--- src/sv/cstm_pkg.sv ---
// ============================================================================
// cstm_pkg
// Shared types and constants for the counter statistics and trend monitor:
// function codes, status codes, controller-to-datapath command and status
// groups, and the fixed-point limits used by the trend analysis.
// ============================================================================
package cstm_pkg;

  // Field widths.
  localparam int FUNC_W     = 3;
  localparam int CNT_W      = 4;
  localparam int DATA_W     = 64;
  localparam int SCNT_W     = 32;
  localparam int GROW_W     = 48;
  localparam int HEALTH_W   = 7;
  localparam int STATUS_W   = 2;
  localparam int MASK_W     = 10;
  localparam int IN_TDATA_W  = 136;
  localparam int OUT_TDATA_W = 600;

  // Function codes.
  localparam logic [FUNC_W-1:0] FN_UPDATE   = 3'd0;
  localparam logic [FUNC_W-1:0] FN_SNAPSHOT = 3'd1;
  localparam logic [FUNC_W-1:0] FN_ANALYZE  = 3'd2;
  localparam logic [FUNC_W-1:0] FN_READ     = 3'd3;
  localparam logic [FUNC_W-1:0] FN_HEALTH   = 3'd4;
  localparam logic [FUNC_W-1:0] FN_CLEAR    = 3'd5;

  // Result status codes.
  localparam logic [STATUS_W-1:0] ST_OK      = 2'd0;
  localparam logic [STATUS_W-1:0] ST_ANOMALY = 2'd1;
  localparam logic [STATUS_W-1:0] ST_REJECT  = 2'd2;

  // Arithmetic constants.
  localparam logic [DATA_W-1:0]  US_PER_S    = 64'd1000000;
  localparam logic [DATA_W-1:0]  VOL_LIMIT   = 64'd1000000;
  localparam logic [GROW_W-1:0]  GMAX_POS    = 48'h7FFF_FFFF_FFFF;
  localparam logic [GROW_W-1:0]  GMAX_NEG    = 48'h8000_0000_0000;
  localparam logic [GROW_W-1:0]  GROW_ANOM   = 48'h0000_0005_0000;
  localparam logic [GROW_W-1:0]  GROW_BIG    = 48'h0000_000A_0000;
  localparam logic [MASK_W-1:0]  MASK_RESET  = 10'h3FF;

  // Health scoring.
  localparam logic [HEALTH_W-1:0] HEALTH_FULL = 7'd100;
  localparam logic [HEALTH_W-1:0] PEN_BASE    = 7'd10;
  localparam logic [HEALTH_W-1:0] PEN_HEAVY   = 7'd20;
  localparam logic [HEALTH_W-1:0] PEN_GROWTH  = 7'd10;
  localparam logic [CNT_W-1:0]    BW_COUNTER    = 4'd4;
  localparam logic [CNT_W-1:0]    SCHED_COUNTER = 4'd7;

  typedef enum logic [2:0] {
    RK_OK, RK_REJECT, RK_READ, RK_ANALYZE, RK_HEALTH
  } res_kind_t;

  typedef enum logic [1:0] {
    MS_VAR, MS_G1, MS_G2, MS_PRED
  } mul_sel_t;

  typedef enum logic [1:0] {
    DS_MEAN, DS_VOL, DS_GROW
  } div_sel_t;

  typedef struct packed {
    logic      load;
    logic      upd;
    logic      clr;
    logic      snap_wr;
    logic      snap_end;
    logic      ac_zero;
    logic      ac_inc;
    logic      an_init;
    logic      cap_start;
    logic      cap_end;
    logic      sum_acc;
    logic      cap_mean;
    logic      var_acc;
    logic      cap_vol;
    logic      g_zero;
    logic      cap_gnum;
    logic      cap_gden;
    logic      cap_growth;
    logic      cap_pred;
    logic      score_init;
    logic      health_acc;
    logic      mul_start;
    mul_sel_t  mul_sel;
    logic      div_start;
    div_sel_t  div_sel;
    logic      res_set;
    res_kind_t res_kind;
  } cstm_cmd_t;

  typedef struct packed {
    logic [FUNC_W-1:0] func;
    logic idx_ok;
    logic en;
    logic fill_ok;
    logic ac_last;
    logic elem_last;
    logic grow_ok;
    logic mul_done;
    logic div_done;
    logic out_free;
  } cstm_stat_t;

endpackage

--- src/sv/cstm_ctrl.sv ---
// ============================================================================
// cstm_ctrl
// Controller state machine. Decodes each function and steps the datapath
// through snapshot, analysis and health sequences.
// ============================================================================
module cstm_ctrl (
  input  logic               clk,
  input  logic               rst,
  input  logic               s_tvalid,
  output logic               s_tready,
  input  cstm_pkg::cstm_stat_t st,
  output cstm_pkg::cstm_cmd_t  cmd
);
  import cstm_pkg::*;

  localparam int NS = 29;

  typedef enum logic [NS-1:0] {
    S_IDLE   = NS'(1) << 0,
    S_DECODE = NS'(1) << 1,
    S_SNAP   = NS'(1) << 2,
    S_HCHECK = NS'(1) << 3,
    S_HNEXT  = NS'(1) << 4,
    S_ASTART = NS'(1) << 5,
    S_AR0    = NS'(1) << 6,
    S_AC0    = NS'(1) << 7,
    S_AR1    = NS'(1) << 8,
    S_AC1    = NS'(1) << 9,
    S_SUMR   = NS'(1) << 10,
    S_SUMA   = NS'(1) << 11,
    S_MEANS  = NS'(1) << 12,
    S_MEANW  = NS'(1) << 13,
    S_VARR   = NS'(1) << 14,
    S_VARM   = NS'(1) << 15,
    S_VARW   = NS'(1) << 16,
    S_VDIVS  = NS'(1) << 17,
    S_VDIVW  = NS'(1) << 18,
    S_G1S    = NS'(1) << 19,
    S_G1W    = NS'(1) << 20,
    S_G2S    = NS'(1) << 21,
    S_G2W    = NS'(1) << 22,
    S_GDS    = NS'(1) << 23,
    S_GDW    = NS'(1) << 24,
    S_PREDS  = NS'(1) << 25,
    S_PREDW  = NS'(1) << 26,
    S_AEND   = NS'(1) << 27,
    S_OUT    = NS'(1) << 28
  } state_t;

  state_t    state, state_next;
  res_kind_t kind, kind_next;
  logic      hm, hm_next;

  assign s_tready = (state == S_IDLE);

  // Next-state and command decode.
  always_comb begin
    state_next   = state;
    kind_next    = kind;
    hm_next      = hm;
    cmd          = '0;
    cmd.res_kind = kind;
    case (state)
      S_IDLE: begin
        if (s_tvalid) begin
          cmd.load   = 1'b1;
          state_next = S_DECODE;
        end
      end
      S_DECODE: begin
        state_next = S_OUT;
        kind_next  = RK_REJECT;
        case (st.func)
          FN_UPDATE: begin
            if (st.idx_ok && st.en) begin
              cmd.upd   = 1'b1;
              kind_next = RK_OK;
            end
          end
          FN_SNAPSHOT: begin
            cmd.ac_zero = 1'b1;
            state_next  = S_SNAP;
          end
          FN_ANALYZE: begin
            if (st.idx_ok && st.fill_ok) begin
              hm_next    = 1'b0;
              state_next = S_ASTART;
            end
          end
          FN_READ: begin
            if (st.idx_ok) begin
              kind_next = RK_READ;
            end
          end
          FN_HEALTH: begin
            cmd.ac_zero    = 1'b1;
            cmd.score_init = 1'b1;
            hm_next        = 1'b1;
            state_next     = S_HCHECK;
          end
          FN_CLEAR: begin
            cmd.clr   = 1'b1;
            kind_next = RK_OK;
          end
          default: begin
            kind_next = RK_REJECT;
          end
        endcase
      end
      S_SNAP: begin
        cmd.snap_wr = 1'b1;
        if (st.ac_last) begin
          cmd.snap_end = 1'b1;
          kind_next    = RK_OK;
          state_next   = S_OUT;
        end else begin
          cmd.ac_inc = 1'b1;
        end
      end
      S_HCHECK: begin
        state_next = (st.en && st.fill_ok) ? S_ASTART : S_HNEXT;
      end
      S_HNEXT: begin
        if (st.ac_last) begin
          kind_next  = RK_HEALTH;
          state_next = S_OUT;
        end else begin
          cmd.ac_inc = 1'b1;
          state_next = S_HCHECK;
        end
      end
      S_ASTART: begin
        cmd.an_init = 1'b1;
        state_next  = S_AR0;
      end
      S_AR0: state_next = S_AC0;
      S_AC0: begin
        cmd.cap_start = 1'b1;
        state_next    = S_AR1;
      end
      S_AR1: state_next = S_AC1;
      S_AC1: begin
        cmd.cap_end = 1'b1;
        state_next  = S_SUMR;
      end
      S_SUMR: state_next = S_SUMA;
      S_SUMA: begin
        cmd.sum_acc = 1'b1;
        state_next  = st.elem_last ? S_MEANS : S_SUMR;
      end
      S_MEANS: begin
        cmd.div_start = 1'b1;
        cmd.div_sel   = DS_MEAN;
        state_next    = S_MEANW;
      end
      S_MEANW: begin
        if (st.div_done) begin
          cmd.cap_mean = 1'b1;
          state_next   = S_VARR;
        end
      end
      S_VARR: state_next = S_VARM;
      S_VARM: begin
        cmd.mul_start = 1'b1;
        cmd.mul_sel   = MS_VAR;
        state_next    = S_VARW;
      end
      S_VARW: begin
        if (st.mul_done) begin
          cmd.var_acc = 1'b1;
          state_next  = st.elem_last ? S_VDIVS : S_VARR;
        end
      end
      S_VDIVS: begin
        cmd.div_start = 1'b1;
        cmd.div_sel   = DS_VOL;
        state_next    = S_VDIVW;
      end
      S_VDIVW: begin
        if (st.div_done) begin
          cmd.cap_vol = 1'b1;
          if (st.grow_ok) begin
            state_next = S_G1S;
          end else begin
            cmd.g_zero = 1'b1;
            state_next = S_PREDS;
          end
        end
      end
      S_G1S: begin
        cmd.mul_start = 1'b1;
        cmd.mul_sel   = MS_G1;
        state_next    = S_G1W;
      end
      S_G1W: begin
        if (st.mul_done) begin
          cmd.cap_gnum = 1'b1;
          state_next   = S_G2S;
        end
      end
      S_G2S: begin
        cmd.mul_start = 1'b1;
        cmd.mul_sel   = MS_G2;
        state_next    = S_G2W;
      end
      S_G2W: begin
        if (st.mul_done) begin
          cmd.cap_gden = 1'b1;
          state_next   = S_GDS;
        end
      end
      S_GDS: begin
        cmd.div_start = 1'b1;
        cmd.div_sel   = DS_GROW;
        state_next    = S_GDW;
      end
      S_GDW: begin
        if (st.div_done) begin
          cmd.cap_growth = 1'b1;
          state_next     = S_PREDS;
        end
      end
      S_PREDS: begin
        cmd.mul_start = 1'b1;
        cmd.mul_sel   = MS_PRED;
        state_next    = S_PREDW;
      end
      S_PREDW: begin
        if (st.mul_done) begin
          cmd.cap_pred = 1'b1;
          state_next   = S_AEND;
        end
      end
      S_AEND: begin
        if (hm) begin
          cmd.health_acc = 1'b1;
          state_next     = S_HNEXT;
        end else begin
          kind_next  = RK_ANALYZE;
          state_next = S_OUT;
        end
      end
      S_OUT: begin
        if (st.out_free) begin
          cmd.res_set = 1'b1;
          state_next  = S_IDLE;
        end
      end
      default: state_next = S_IDLE;
    endcase
  end

  // State registers.
  always_ff @(posedge clk) begin
    if (rst) begin
      state <= S_IDLE;
      kind  <= RK_OK;
      hm    <= 1'b0;
    end else begin
      state <= state_next;
      kind  <= kind_next;
      hm    <= hm_next;
    end
  end

endmodule

--- config.mk ---
export PLATFORM = sky130hd
export DESIGN_NAME = cstm_ctrl
export DESIGN_NICKNAME = d
export VERILOG_FILES = /design/src/sv/cstm_pkg.sv /design/src/sv/cstm_ctrl.sv
export SDC_FILE = /design/constraint.sdc
export NUM_CORES = 1
export LEC_CHECK = 0
export ABC_AREA = 0
export BUFFER_PORTS_ARGS = -buffer_cell sky130_fd_sc_hd__buf_2
export CAP_MARGIN = 20
export CELL_PAD_IN_SITES_DETAIL_PLACEMENT = 2
export CELL_PAD_IN_SITES_GLOBAL_PLACEMENT = 2
export CORE_UTILIZATION = 34
export DETAILED_ROUTE_END_ITERATION = 10
export PLACE_DENSITY_LB_ADDON = 0.1
export SETUP_SLACK_MARGIN = 0.05
export SLEW_MARGIN = 0
export SYNTH_ARGS = -nofsm -noshare
export SYNTH_HDL_FRONTEND = slang
export SYNTH_SLANG_ARGS = --single-unit
--- constraint.sdc ---
create_clock -name clk -period 4.1 [get_ports clk]
set_clock_uncertainty 0.15 [all_clocks]
set_input_delay 0.41 -clock clk [delete_from_list [all_inputs] [get_ports clk]]
set_output_delay 0.41 -clock clk [all_outputs]
set_load 0.03 [all_outputs]
# Word-level counts from Yosys, hierarchy flattened
# Cells that the tools add are included.
# word_totals
reg_bits	33
in_bits	15
output_inout_bits	32
wordCells	124
# classes
n_eq_ne	47
mux	63
reduce_logical	11
# op_table
operator	n
case mux 29 bit (29 select lines)	1
2-to-1 mux 29 bit	13
case mux 29 bit (3 select lines)	1
2-to-1 mux 1 bit	31
== test 29 x 1 -> 1 bit, second input constant	1
== test 29 x 10 -> 1 bit, second input constant	1
== test 29 x 11 -> 1 bit, second input constant	1
== test 29 x 12 -> 1 bit, second input constant	1
== test 29 x 13 -> 1 bit, second input constant	1
== test 29 x 14 -> 1 bit, second input constant	1
== test 29 x 15 -> 1 bit, second input constant	1
== test 29 x 16 -> 1 bit, second input constant	1
== test 29 x 17 -> 1 bit, second input constant	1
== test 29 x 18 -> 1 bit, second input constant	1
== test 29 x 19 -> 1 bit, second input constant	1
== test 29 x 2 -> 1 bit, second input constant	1
== test 29 x 20 -> 1 bit, second input constant	1
== test 29 x 21 -> 1 bit, second input constant	1
== test 29 x 22 -> 1 bit, second input constant	1
== test 29 x 23 -> 1 bit, second input constant	1
== test 29 x 24 -> 1 bit, second input constant	1
== test 29 x 25 -> 1 bit, second input constant	1
== test 29 x 26 -> 1 bit, second input constant	1
== test 29 x 27 -> 1 bit, second input constant	1
other kinds (30)	55

# Longest topological paths before layout
# Gate-level depths: netlist (run 1).
# depth
ltp_word	4
depth_mapped	9
ltp_nobuf	6

# Worst setup path after synthesis (run 1)
# No wires, ideal clock.
# synth_path
kind	register -> output
from	reg state[5]
to	out cmd[29] (netlist bit)
t_arrival_ns	2.666
required_ns	3.540
setup_slack_ns	0.874
stages_incl_launch_ff	7
n_path_buf	2
path_cell_list	dfxtp_1 -> nor4_4 -> nand3_2 -> buf_6 -> or4_1 -> clkbuf_1 -> nor4_1
# synth_rtl
item	line_no	rtl
start, declared	cstm_ctrl.sv:50	state_t state, state_next;
start signal, assigned	cstm_ctrl.sv:260	state <= state_next;
end, declared	cstm_ctrl.sv:12	output cstm_pkg::cstm_cmd_t cmd

==> impl_metrics.csv, run 1 <==
group,metric,value,unit
synthesis,syn_inst,286,
floorplanning,dieArea,7000,um^2
clock_network,cts_inserted_buffers,5,
power_and_ir_drop,clock_power_share,32.6,%
placed_design,place.gp.congestion,0.858,
floorplanning,row_count,29,
final_layout,area_growth,17.0,%
detailed_routing,viasPerCell,5.99,
worst_setup_path,cp-start-kind,"flip-flop",
placed_design,dp_slack,953,ps
floorplanning,die_w,83.7,um
global_route,gr-total-overflow,0,
global_route,grt_use_total,24.1,%
global_route,grt_antenna_before_repair,0,
synthesis,yosysWarnings,0,
timing,rsz0062_at_grt,"false",
clock_network,hold_buffers,0,
clock_network,clock_path_buffers,2,
final_layout,nNetsFinal,347,
synthesis,synthFlopType,"dfxtp_1",
worst_setup_path,path_class,"reg -> out",
worst_setup_path,arrival,2910,ps
floorplanning,die_y,83.7,um
power_and_ir_drop,p_switching,265,uW
hold_path,hold_path_class,"in -> reg",
placed_design,io_buffers,46,
timing,fin_crit_sh,84.6,%
global_route,grt_max_degree,21,
synthesis,synth.net_count,301,
synthesis,synth.distinct_cells,51,
clock_network,cts_resized,0,
clock_network,htree_levels,2,
floorplanning,start_util,35.5,%
timing,finalHoldViolCount,0,
worst_setup_path,path_max_fanout,11,
clock_network,post_cts_buffers,0,
timing,drv_slew,0,
power_and_ir_drop,power_density,290,nW/um^2
clock_network,insertion_delay,300,ps
worst_setup_path,end_kind,"output pin",
final_layout,drive_above_1_share,22.8,%
detailed_routing,dr.pass1.iters,4,
detailed_routing,avgRoutedWirePerCell,19.8,um
worst_setup_path,required,3540,ps
power_and_ir_drop,p_leak,1.23,nW
detailed_routing,vias,2456,
final_layout,nFillCells,784,
run,maxCapViolations,0,
power_and_ir_drop,sequentialPowerShare,43.8,%
detailed_routing,ant_nets,0,
clock_network,clk_pin_slew,80,ps
timing,setup_viol,0,
final_layout,stdcell_area,2650,um^2
detailed_routing,finalWirelength,8.10,mm
global_route,grt_pass1_wl,13.4,mm
synthesis,synthArstFlopShare,0,%
power_and_ir_drop,p_int,503,uW
detailed_routing,dr.first_iter.drc_count,50,
placed_design,place_hpwl,6.21,mm
placed_design,dpl_cell_area,2570,um^2
timing,fmax,288,MHz
synthesis,synth_edf_count,0,
synthesis,ys_seq_area_share,29.1,%
detailed_routing,drc,0,
global_route,grt_pass1_vias,2637,
timing,fin_crit,3470,ps
run_status,outcome,"completed",
power_and_ir_drop,swShare,34.5,%
power_and_ir_drop,ir_drop,0.000162,V
synthesis,synthesis.area,2270,um^2
timing,tns,0,ps
timing,slew_headroom,40.8,%
timing,fin_ws,631,ps
clock_network,numClockSinks,33,
final_layout,final_util,41.5,%
synthesis,synth.avg_cell_area,7.93,um^2
floorplanning,core_area,6390,um^2
final_layout,diodes,0,
timing,worst_pin_slew,880,ps
clock_network,cts_root_buf,"clkbuf_8",
clock_network,cts_tree,"built",
synthesis,ys_ff_latch,33,
power_and_ir_drop,combPwrFrac,23.6,%
floorplanning,io_pins,47,
## power groups by stage
stage / clock network [mW] / registers [mW] / logic [mW]
final: 0.251 / 0.337 / 0.181
after global routing: 0.272 / 0.337 / 0.197
after CTS: 0.259 / 0.336 / 0.183
after detailed placement: 0 / 0.343 / 0.181
after global placement: 0 / 0.342 / 0.176
after floorplan: 0 / 0.344 / 0.115
## path summary, 6_finish.rpt
| kind | start | to | slack, ps | cells past startpoint |
|---|---|---|---|---|
| max | state[5]$_SDFFE_PP0P_ | cmd[21] | 630 | 5 |
| min | st[4] | state[12]$_SDFFE_PP0P_ | 230 | 2 |
| max reg2reg | state[8]$_SDFFE_PP0P_ | state[19]$_SDFFE_PP0P_ | 960 | 8 |
| min reg2reg | kind[2]$_SDFFE_PP0P_ | kind[2]$_SDFFE_PP0P_ | 310 | 2 |
## per-layer routing
metal	track usage [%]	wire length, um	up-vias
li1	-	-	1170
met1	29.9	3740	1226
met2	42.4	3960	46
met3	3.36	231	14
met4	8.78	170	0
met5	0	0	-
## sequential cells by signal, summed over array words and instances (netlist names)
signal,flops
state,29
hm,1
kind,3
## area by class of cell
cell class	instances	area [um^2]	share of cell area, %
sequential	33	661	24.9
clock buffer	5	68.8	2.59
clock inverter	3	17.5	0.660
inverter	15	56.3	2.12
tap	77	96.3	3.63
timing repair buffer	51	268	10.1
multi-input combinational	226	1490	56.0
## through the flow
stage,hold slack (ps),total power [mW],std cells
2_1_floorplan,312,0.459,286
3_3_place_gp,296,0.519,402
3_5_place_dp,303,0.524,402
4_1_cts,233,0.778,410
5_1_grt,232,0.807,410
6_report,232,0.769,410
## cell usage in the layout, fill, tap and decap left out, types with 6 or more instances in the layout
cell type / synthesis / layout
nand2b_1: 9 / 9
nor2_1: 25 / 25
nand3_1: 11 / 11
inv_1: 15 / 15
or4_1: 8 / 8
buf_2: 3 / 46
and2_1: 9 / 9
nand2_1: 19 / 19
o21ai_0: 7 / 7
nor3_1: 19 / 19
nor4_1: 14 / 14
nand3b_1: 6 / 6
nand4_1: 8 / 8
dfxtp_1: 33 / 33
a21oi_1: 16 / 16
and3_1: 8 / 8
o31ai_1: 10 / 10
## logic make-up after synthesis
family          synth area share [%]
compound gates                  14.3
simple gates                    49.2
xor+xnor                        1.55
mux                            0.442
flops                           29.1
buf+inv                         5.35
## critical path: stages (launching register included)
cell	delay, ps
dfxtp_1	380
nor4_4	550
nand3_2	360
nor4_1	810
and4b_1	310
buf_2	200
## synthesized netlist by cell type (3+ instances only)
cell | number | area share [%]
a21oi_1 | 16 | 3.5
and2_1 | 9 | 2.5
and3_1 | 8 | 2.2
and4b_1 | 3 | 1.3
buf_2 | 3 | 0.66
clkbuf_1 | 6 | 0.99
dfxtp_1 | 33 | 29
inv_1 | 15 | 2.5
nand2_1 | 19 | 3.1
nand2b_1 | 9 | 2.5
nand3_1 | 11 | 2.4
nand3b_1 | 6 | 2.0
nand4_1 | 8 | 2.2
nand4b_1 | 5 | 1.9
nor2_1 | 25 | 4.1
nor2b_1 | 4 | 1.1
nor3_1 | 19 | 4.2
nor4_1 | 14 | 3.9
nor4_2 | 3 | 1.7
nor4_4 | 5 | 4.7
o21a_1 | 3 | 0.99
o21ai_0 | 7 | 1.5
o31ai_1 | 10 | 3.3
or3_1 | 4 | 1.1
or4_1 | 8 | 2.6
or4_4 | 3 | 1.5
(Power assumes the default switching activity.)
==> run 2, diff against run 1 <==
--- a/config.mk
+++ b/config.mk
@@ -5,12 +5,12 @@
 export SDC_FILE = /design/constraint.sdc
 export NUM_CORES = 1
 export LEC_CHECK = 0
-export ABC_AREA = 0
+export ABC_AREA = 1
 export BUFFER_PORTS_ARGS = -buffer_cell sky130_fd_sc_hd__buf_2
 export CAP_MARGIN = 20
 export CELL_PAD_IN_SITES_DETAIL_PLACEMENT = 2
 export CELL_PAD_IN_SITES_GLOBAL_PLACEMENT = 2
-export CORE_UTILIZATION = 34
+export CORE_UTILIZATION = 29
 export DETAILED_ROUTE_END_ITERATION = 10
 export PLACE_DENSITY_LB_ADDON = 0.1
 export SETUP_SLACK_MARGIN = 0.05
==> constraint.sdc (replaced) <==
create_clock -name clk -period 3.5 [get_ports clk]
set_clock_uncertainty 0.15 [all_clocks]
set_input_delay 0.35 -clock clk [delete_from_list [all_inputs] [get_ports clk]]
set_output_delay 0.35 -clock clk [all_outputs]
set_load 0.03 [all_outputs]
==> impl_metrics.csv, run 2 <==
group,metric,value,unit
detailed_routing,vias,2755,
synthesis,yosysMostFrequentCell,"nor2_1",
synthesis,synthesis.area,2580,um^2
final_layout,largest_reg_flops,29,
synthesis,yosysWarnings,0,
global_route,met1_usage,25.5,%
detailed_routing,ant_nets,0,
hold_path,min_from,"st[4]",
power_and_ir_drop,sequentialPowerShare,21.5,%
synthesis,synthArstFlopShare,0,%
floorplanning,dieArea,9270,um^2
global_route,grt_busiest_layer,"met2",
timing,rsz0062_at_grt,"false",
global_route,grt_pass1_wl,14.5,mm
power_and_ir_drop,p_switching,1.16,mW
clock_network,post_cts_buffers,0,
placed_design,place.gp.congestion,0.792,
power_and_ir_drop,swShare,53.5,%
worst_setup_path,path_class,"reg -> out",
final_layout,top_register,"state",
detailed_routing,finalWirelength,8.94,mm
worst_setup_path,end_kind,"output pin",
timing,drv_slew,0,
detailed_routing,avgRoutedWirePerCell,15.4,um
global_route,gr-total-overflow,0,
clock_network,insertion_delay,290,ps
timing,fin_crit_sh,81.4,%
power_and_ir_drop,combPwrFrac,60.9,%
final_layout,area_growth,16.9,%
synthesis,yosysTopAreaCell,"dfxtp_1",
floorplanning,io_pins,47,
run,maxCapViolations,0,
timing,fmax,351,MHz
timing,fin_crit,2850,ps
synthesis,syn_inst,426,
global_route,met2_usage,38.8,%
hold_path,min_path_cells,3,
timing,fin_ws,652,ps
placed_design,dp_slack,936,ps
synthesis,netlist.area_leader.share,25.6,%
final_layout,final_common_cell,"nor2_1",
timing,setup_viol,0,
worst_setup_path,slowest_delay,330,ps
detailed_routing,dr.first_iter.drc_count,35,
synthesis,synthFlopType,"dfxtp_1",
synthesis,ys_ff_latch,33,
power_and_ir_drop,p_int,1.00,mW
clock_network,clock_path_buffers,2,
worst_setup_path,crit_start,"state[20]$_SDFFE_PP0P_",
global_route,grt_antenna_before_repair,0,
worst_setup_path,arrival,2350,ps
clock_network,cts_root_buf,"clkbuf_8",
global_route,grt_use_total,21.0,%
detailed_routing,viasPerCell,4.74,
clock_network,numClockSinks,33,
global_route,grt_max_degree,27,
worst_setup_path,path_max_fanout,26,
global_route,met3_usage,2.84,%
timing,tns,0,ps
timing,slew_headroom,60.5,%
synthesis,synth.distinct_cells,32,
floorplanning,die_w,96.3,um
clock_network,htree_levels,2,
timing,worst_pin_slew,592,ps
run_status,outcome,"completed",
floorplanning,row_count,34,
clock_network,clk_pin_slew,70,ps
clock_network,cts_tree,"built",
power_and_ir_drop,ir_drop,0.000231,V
detailed_routing,dr.pass1.iters,4,
floorplanning,die_y,96.3,um
worst_setup_path,required,3000,ps
timing,finalHoldViolCount,0,
detailed_routing,drc,0,
global_route,grt_pass1_vias,2902,
final_layout,final_util,34.7,%
clock_network,hold_buffers,0,
floorplanning,start_util,29.7,%
power_and_ir_drop,clock_power_share,17.7,%
power_and_ir_drop,p_leak,1.60,nW
floorplanning,core_area,8680,um^2
hold_path,min_to,"state[17]$_SDFFE_PP0P_",
hold_path,hold_path_class,"in -> reg",
final_layout,most-common-layout-cells,"nor2_1, nand2_1, inv_1",
final_layout,reg_top3,"state x29, kind x3, hm x1",
final_layout,diodes,0,
worst_setup_path,reg2reg_depth,12,
worst_setup_path,r2r_start,"state[20]$_SDFFE_PP0P_",
clock_network,cts_resized,0,
synthesis,ys_seq_area_share,25.6,%
worst_setup_path,crit_chain,"inv_2 > nand2_1 > nor2_1 > nand2_4 > nor2_8 > nand2_2 > nand3_2 > nand2_2 > nand3_4 > nor2_1 > buf_2",
worst_setup_path,rr_endpoint,"state[28]$_SDFFE_PP0P_",
synthesis,synth_edf_count,0,
synthesis,synth.area.top_cells,"dfxtp_1, nor2_1, nand2_1",
placed_design,io_buffers,46,
worst_setup_path,cp_slowest_cell,"nand3_4",
worst_setup_path,rrSetupSlack,1200,ps
final_layout,nNetsFinal,487,
final_layout,drive_above_1_share,21.4,%
power_and_ir_drop,power_density,717,nW/um^2
synthesis,synth.avg_cell_area,6.05,um^2
synthesis,synth.net_count,441,
synthesis,synthTopCellsByCount,"nor2_1, nand2_1, inv_1, nand3_1, dfxtp_1",
worst_setup_path,cp-start-kind,"flip-flop",
clock_network,cts_inserted_buffers,5,
placed_design,place_hpwl,7.26,mm
## run 2: cell types whose count changed after synthesis, moves of 11 or more
cell | before | now
nand2_1 | 19 | 87
nor2_2 | 0 | 12
inv_1 | 15 | 64
nor2_1 | 25 | 93
nand3_1 | 11 | 37
nor4_1 | 14 | 3
## run 2: power groups by stage
stage / sequential [mW] / combinational [mW] / clock (mW)
2_1_floorplan: 0.474 / 1.06 / 0
3_3_place_gp: 0.468 / 1.29 / 0
3_5_place_dp: 0.473 / 1.33 / 0
4_1_cts: 0.464 / 1.34 / 0.397
5_1_grt: 0.469 / 1.46 / 0.411
6_report: 0.464 / 1.31 / 0.382
## run 2: worst max path at each step
stage                     endpoint  slack (ps)  depth (start not counted)
final                      cmd[30]         650                         11
after global routing       cmd[30]         480                         11
after CTS                  cmd[30]         610                         11
after detailed placement   cmd[30]         940                         11
after global placement     cmd[30]         970                         11
after floorplan            cmd[29]        1020                          7
## run 2: cells by family after synthesis
logic type / after synthesis / share of synthesized area (%)
compound gates: 25 / 5.39
buf+inv: 77 / 12.3
flops: 33 / 25.6
simple gates: 291 / 56.7
## run 2: area by class of cell
class | instances | area, um^2
fill | 1129 | 5670
multi-input combinational | 316 | 1600
sequential | 33 | 661
inverter | 70 | 270
timing repair buffer | 46 | 230
tap | 108 | 135
clock buffer | 7 | 86.3
clock inverter | 1 | 30.0
## run 2: critical path: cells and delay by family (launching register included)
family | cells | cell delay [ps]
AND/OR/NAND/NOR | 9 | 1450
flip-flops | 1 | 320
buffers and inverters | 2 | 280
## run 2: routing by layer
| layer | routed length, um | part of all wire (%) |
|---|---|---|
| met3 | 135 | 1.5 |
| met4 | 72 | 0.81 |
| met5 | 0 | 0 |
| met1 | 4160 | 46 |
| met2 | 4580 | 51 |
## run 2: metrics by stage
| stage | power, mW | instance area, um^2 | hold slack [ps] | std cells |
|---|---|---|---|---|
| after floorplan | 1.53 | 2580 | 313 | 426 |
| after detailed placement | 1.80 | 2900 | 330 | 573 |
| final | 2.16 | 3010 | 182 | 581 |
| after global placement | 1.76 | 2900 | 309 | 573 |
| after global routing | 2.34 | 3010 | 182 | 581 |
| after CTS | 2.20 | 3010 | 164 | 581 |
==> run 3, diff against run 2 <==
--- a/config.mk
+++ b/config.mk
@@ -5,12 +5,12 @@
 export SDC_FILE = /design/constraint.sdc
 export NUM_CORES = 1
 export LEC_CHECK = 0
-export ABC_AREA = 1
+export ABC_AREA = 0
 export BUFFER_PORTS_ARGS = -buffer_cell sky130_fd_sc_hd__buf_2
 export CAP_MARGIN = 20
 export CELL_PAD_IN_SITES_DETAIL_PLACEMENT = 2
 export CELL_PAD_IN_SITES_GLOBAL_PLACEMENT = 2
-export CORE_UTILIZATION = 29
+export CORE_UTILIZATION = 28
 export DETAILED_ROUTE_END_ITERATION = 10
 export PLACE_DENSITY_LB_ADDON = 0.1
 export SETUP_SLACK_MARGIN = 0.05
==> constraint.sdc (replaced) <==
create_clock -name clk -period 2.4 [get_ports clk]
set_clock_uncertainty 0.15 [all_clocks]
set_input_delay 0.24 -clock clk [delete_from_list [all_inputs] [get_ports clk]]
set_output_delay 0.24 -clock clk [all_outputs]
set_load 0.03 [all_outputs]
==> impl_metrics.csv, run 3 <==
group,metric,value,unit
run_status,outcome,"stopped before the end",
run_status,haltStage,"global routing (5_1_grt)",
run_status,error_line,"[ERROR DPL-0033] detailed placement checks failed during check placement.",
clock_network,cts_inserted_buffers,5,
floorplanning,die_y,92.0,um
synthesis,synth_edf_count,0,
floorplanning,start_util,29.2,%
synthesis,ys_seq_area_share,29.1,%
synthesis,synthArstFlopShare,0,%
synthesis,synth.net_count,301,
synthesis,synth.area.top_cells,"dfxtp_1, nor4_4, nor3_1",
placed_design,dp_slack,-356,ps
clock_network,htree_levels,2,
synthesis,synth.avg_cell_area,7.93,um^2
clock_network,numClockSinks,33,
global_route,grt_antenna_before_repair,2,
clock_network,cts_root_buf,"clkbuf_8",
clock_network,hold_buffers,0,
synthesis,synthTopCellsByCount,"dfxtp_1, nor2_1, nand2_1, nor3_1, a21oi_1",
timing,postGrtWorstEndpoint,"cmd[11]",
synthesis,synthesis.area,2270,um^2
synthesis,yosysWarnings,0,
synthesis,netlist.area_leader.share,29.1,%
placed_design,io_buffers,46,
floorplanning,row_count,32,
synthesis,ys_ff_latch,33,
floorplanning,io_pins,47,
placed_design,dp_cells,506,
synthesis,synthFlopType,"dfxtp_1",
floorplanning,die_w,92.0,um
synthesis,yosysTopAreaCell,"dfxtp_1",
timing,worst-endpoint-pin-kind,"output port",
placed_design,place.gp.congestion,0.866,
global_route,grt_max_degree,20,
synthesis,yosysMostFrequentCell,"dfxtp_1",
clock_network,clock_path_buffers,2,
synthesis,syn_inst,286,
placed_design,place_hpwl,8.48,mm
synthesis,synth.distinct_cells,51,
run 3: per-stage QoR:
step,area (um^2),hold WS (ps)
2_1_floorplan,2420,236
3_3_place_gp,3330,296
3_5_place_dp,3330,313
4_1_cts,4180,71.0
run 3: timing repair:
item	CTS
gates cloned	1
endpoints found under the setup margin	61
gates resized for setup	129
pin swaps	38
setup buffers	32
endpoints found under the hold margin	0
run 3: logic make-up after synthesis:
group                     synth area share (%)
buffers and inverters                     5.35
DFF                                       29.1
and+or+nand+nor                           49.2
xor gates and xnor gates                  1.55
muxes                                    0.442
AOI/OAI and AO/OA                         14.3
==> run 4, diff against run 3 <==
--- a/config.mk
+++ b/config.mk
@@ -8,12 +8,9 @@
 export ABC_AREA = 0
 export BUFFER_PORTS_ARGS = -buffer_cell sky130_fd_sc_hd__buf_2
 export CAP_MARGIN = 20
-export CELL_PAD_IN_SITES_DETAIL_PLACEMENT = 2
-export CELL_PAD_IN_SITES_GLOBAL_PLACEMENT = 2
-export CORE_UTILIZATION = 28
+export CORE_UTILIZATION = 40
 export DETAILED_ROUTE_END_ITERATION = 10
-export PLACE_DENSITY_LB_ADDON = 0.1
-export SETUP_SLACK_MARGIN = 0.05
+export PLACE_DENSITY_LB_ADDON = 0.15
 export SLEW_MARGIN = 0
 export SYNTH_ARGS = -nofsm -noshare
 export SYNTH_HDL_FRONTEND = slang
==> constraint.sdc (replaced) <==
create_clock -name clk -period 3.1 [get_ports clk]
set_clock_uncertainty 0.15 [all_clocks]
set_input_delay 0.31 -clock clk [delete_from_list [all_inputs] [get_ports clk]]
set_output_delay 0.31 -clock clk [all_outputs]
set_load 0.03 [all_outputs]
==> impl_metrics.csv, run 4 (synthesis results as in run 1) <==
group,metric,value,unit
final_layout,nFillCells,547,
clock_network,clk_pin_slew,70,ps
detailed_routing,vias,2463,
detailed_routing,avgRoutedWirePerCell,16.3,um
timing,tns,0,ps
timing,fmax,338,MHz
worst_setup_path,required,2640,ps
global_route,gr-total-overflow,0,
clock_network,clock_path_buffers,2,
final_layout,drive_above_1_share,27.5,%
detailed_routing,drc,0,
placed_design,dp_slack,228,ps
final_layout,multi_input_area,1500,um^2
detailed_routing,ant_nets,0,
power_and_ir_drop,power_density,364,nW/um^2
run,maxCapViolations,0,
worst_setup_path,end_kind,"output pin",
floorplanning,core_area,5470,um^2
timing,holdWs,119,ps
power_and_ir_drop,p_total,1.03,mW
placed_design,io_buffers,46,
timing,fin_crit,2960,ps
timing,worst_pin_slew,600,ps
floorplanning,die_w,77.3,um
floorplanning,die_y,77.3,um
run_status,outcome,"completed",
floorplanning,dieArea,5970,um^2
global_route,grt_pass1_wl,11.0,mm
final_layout,most-common-layout-cells,"buf_2, dfxtp_1, buf_4",
timing,finalHoldViolCount,0,
worst_setup_path,cp-start-kind,"flip-flop",
worst_setup_path,arrival,2500,ps
detailed_routing,viasPerCell,5.80,
timing,fin_crit_sh,95.5,%
clock_network,cts_inserted_buffers,5,
final_layout,diodes,0,
final_layout,largest_reg_flops,29,
detailed_routing,finalWirelength,6.93,mm
detailed_routing,dr.pass1.iters,5,
timing,drv_slew,0,
timing,setup_viol,0,
final_layout,nNetsFinal,368,
clock_network,cts_tree,"built",
power_and_ir_drop,p_leak,1.33,nW
detailed_routing,dr.first_iter.drc_count,213,
clock_network,insertion_delay,290,ps
final_layout,top_register,"state",
global_route,grt_max_degree,21,
final_layout,reg_top3,"state x29, kind x3, hm x1",
worst_setup_path,path_max_fanout,9,
clock_network,htree_levels,2,
worst_setup_path,path_class,"reg -> out",
floorplanning,io_pins,47,
clock_network,numClockSinks,33,
clock_network,cts_root_buf,"clkbuf_8",
global_route,grt_antenna_before_repair,0,
global_route,grt_pass1_vias,2165,
final_layout,seqCellArea,661,um^2
hold_path,hold_path_class,"in -> reg",
floorplanning,row_count,27,
timing,rsz0062_at_grt,"false",
timing,fin_ws,139,ps
timing,slew_headroom,59.6,%
power_and_ir_drop,ir_drop,0.000223,V
placed_design,place.gp.congestion,0.911,
final_layout,final_common_cell,"buf_2",
clock_network,hold_buffers,0,
final_layout,area_growth,24.4,%
placed_design,place_hpwl,5.17,mm
floorplanning,start_util,41.4,%
global_route,grt_use_total,23.7,%
==> run 4: final timing paths <==
path	startpoint	endpoint	slack, ps	cells after the start
hold / removal	st[3]	state[19]$_SDFFE_PP0P_	120	2
setup reg to reg	state[2]$_SDFFE_PP0P_	state[23]$_SDFFE_PP0P_	260	8
hold reg to reg	kind[2]$_SDFFE_PP0P_	kind[2]$_SDFFE_PP0P_	310	2
setup / recovery	state[2]$_SDFFE_PP0P_	cmd[6]	140	6
==> run 4: metal layers <==
layer / part of all wire [%] / track usage, %
met1: 48 / 32.4
met2: 44 / 36.1
met3: 6.7 / 5.83
met4: 1.9 / 7.74
met5: 0 / 0
==> run 4: metrics by stage <==
step	util [%]	area, um^2	std cells
after floorplan	-	2270	286
after global placement	48.7	2660	410
after detailed placement	48.8	2670	411
after CTS	50.6	2770	419
after global routing	51.6	2820	425
final	51.6	2820	425
==> run 4: critical path, cell delays in order, from the launching register on <==
cell and delay (ps):
dfxtp_1 360, nor2_1 330, nand4_2 330, buf_4 270, or4_1 600, nand3_1 120
buf_2 200
==> run 4: layout make-up <==
type,instances,share of cell area (%)
Clock buffer,7,3.06
Inverter,15,2.00
Tap cell,72,3.19
Timing Repair Buffer,72,15.1
Sequential cell,33,23.4
Multi-Input combinational cell,226,53.3
==> run 4: report_power, final <==
group	internal, mW	switching, mW
clock network	0.176	0.162
logic	0.0920	0.154
registers	0.433	0.00937
==> run 4: timing repair <==
action / in CTS / in global routing
setup endpoints to repair: 4 / 10
pin swaps: 1 / 3
resized for setup: 1 / 1
buffers inserted: 1 / 6
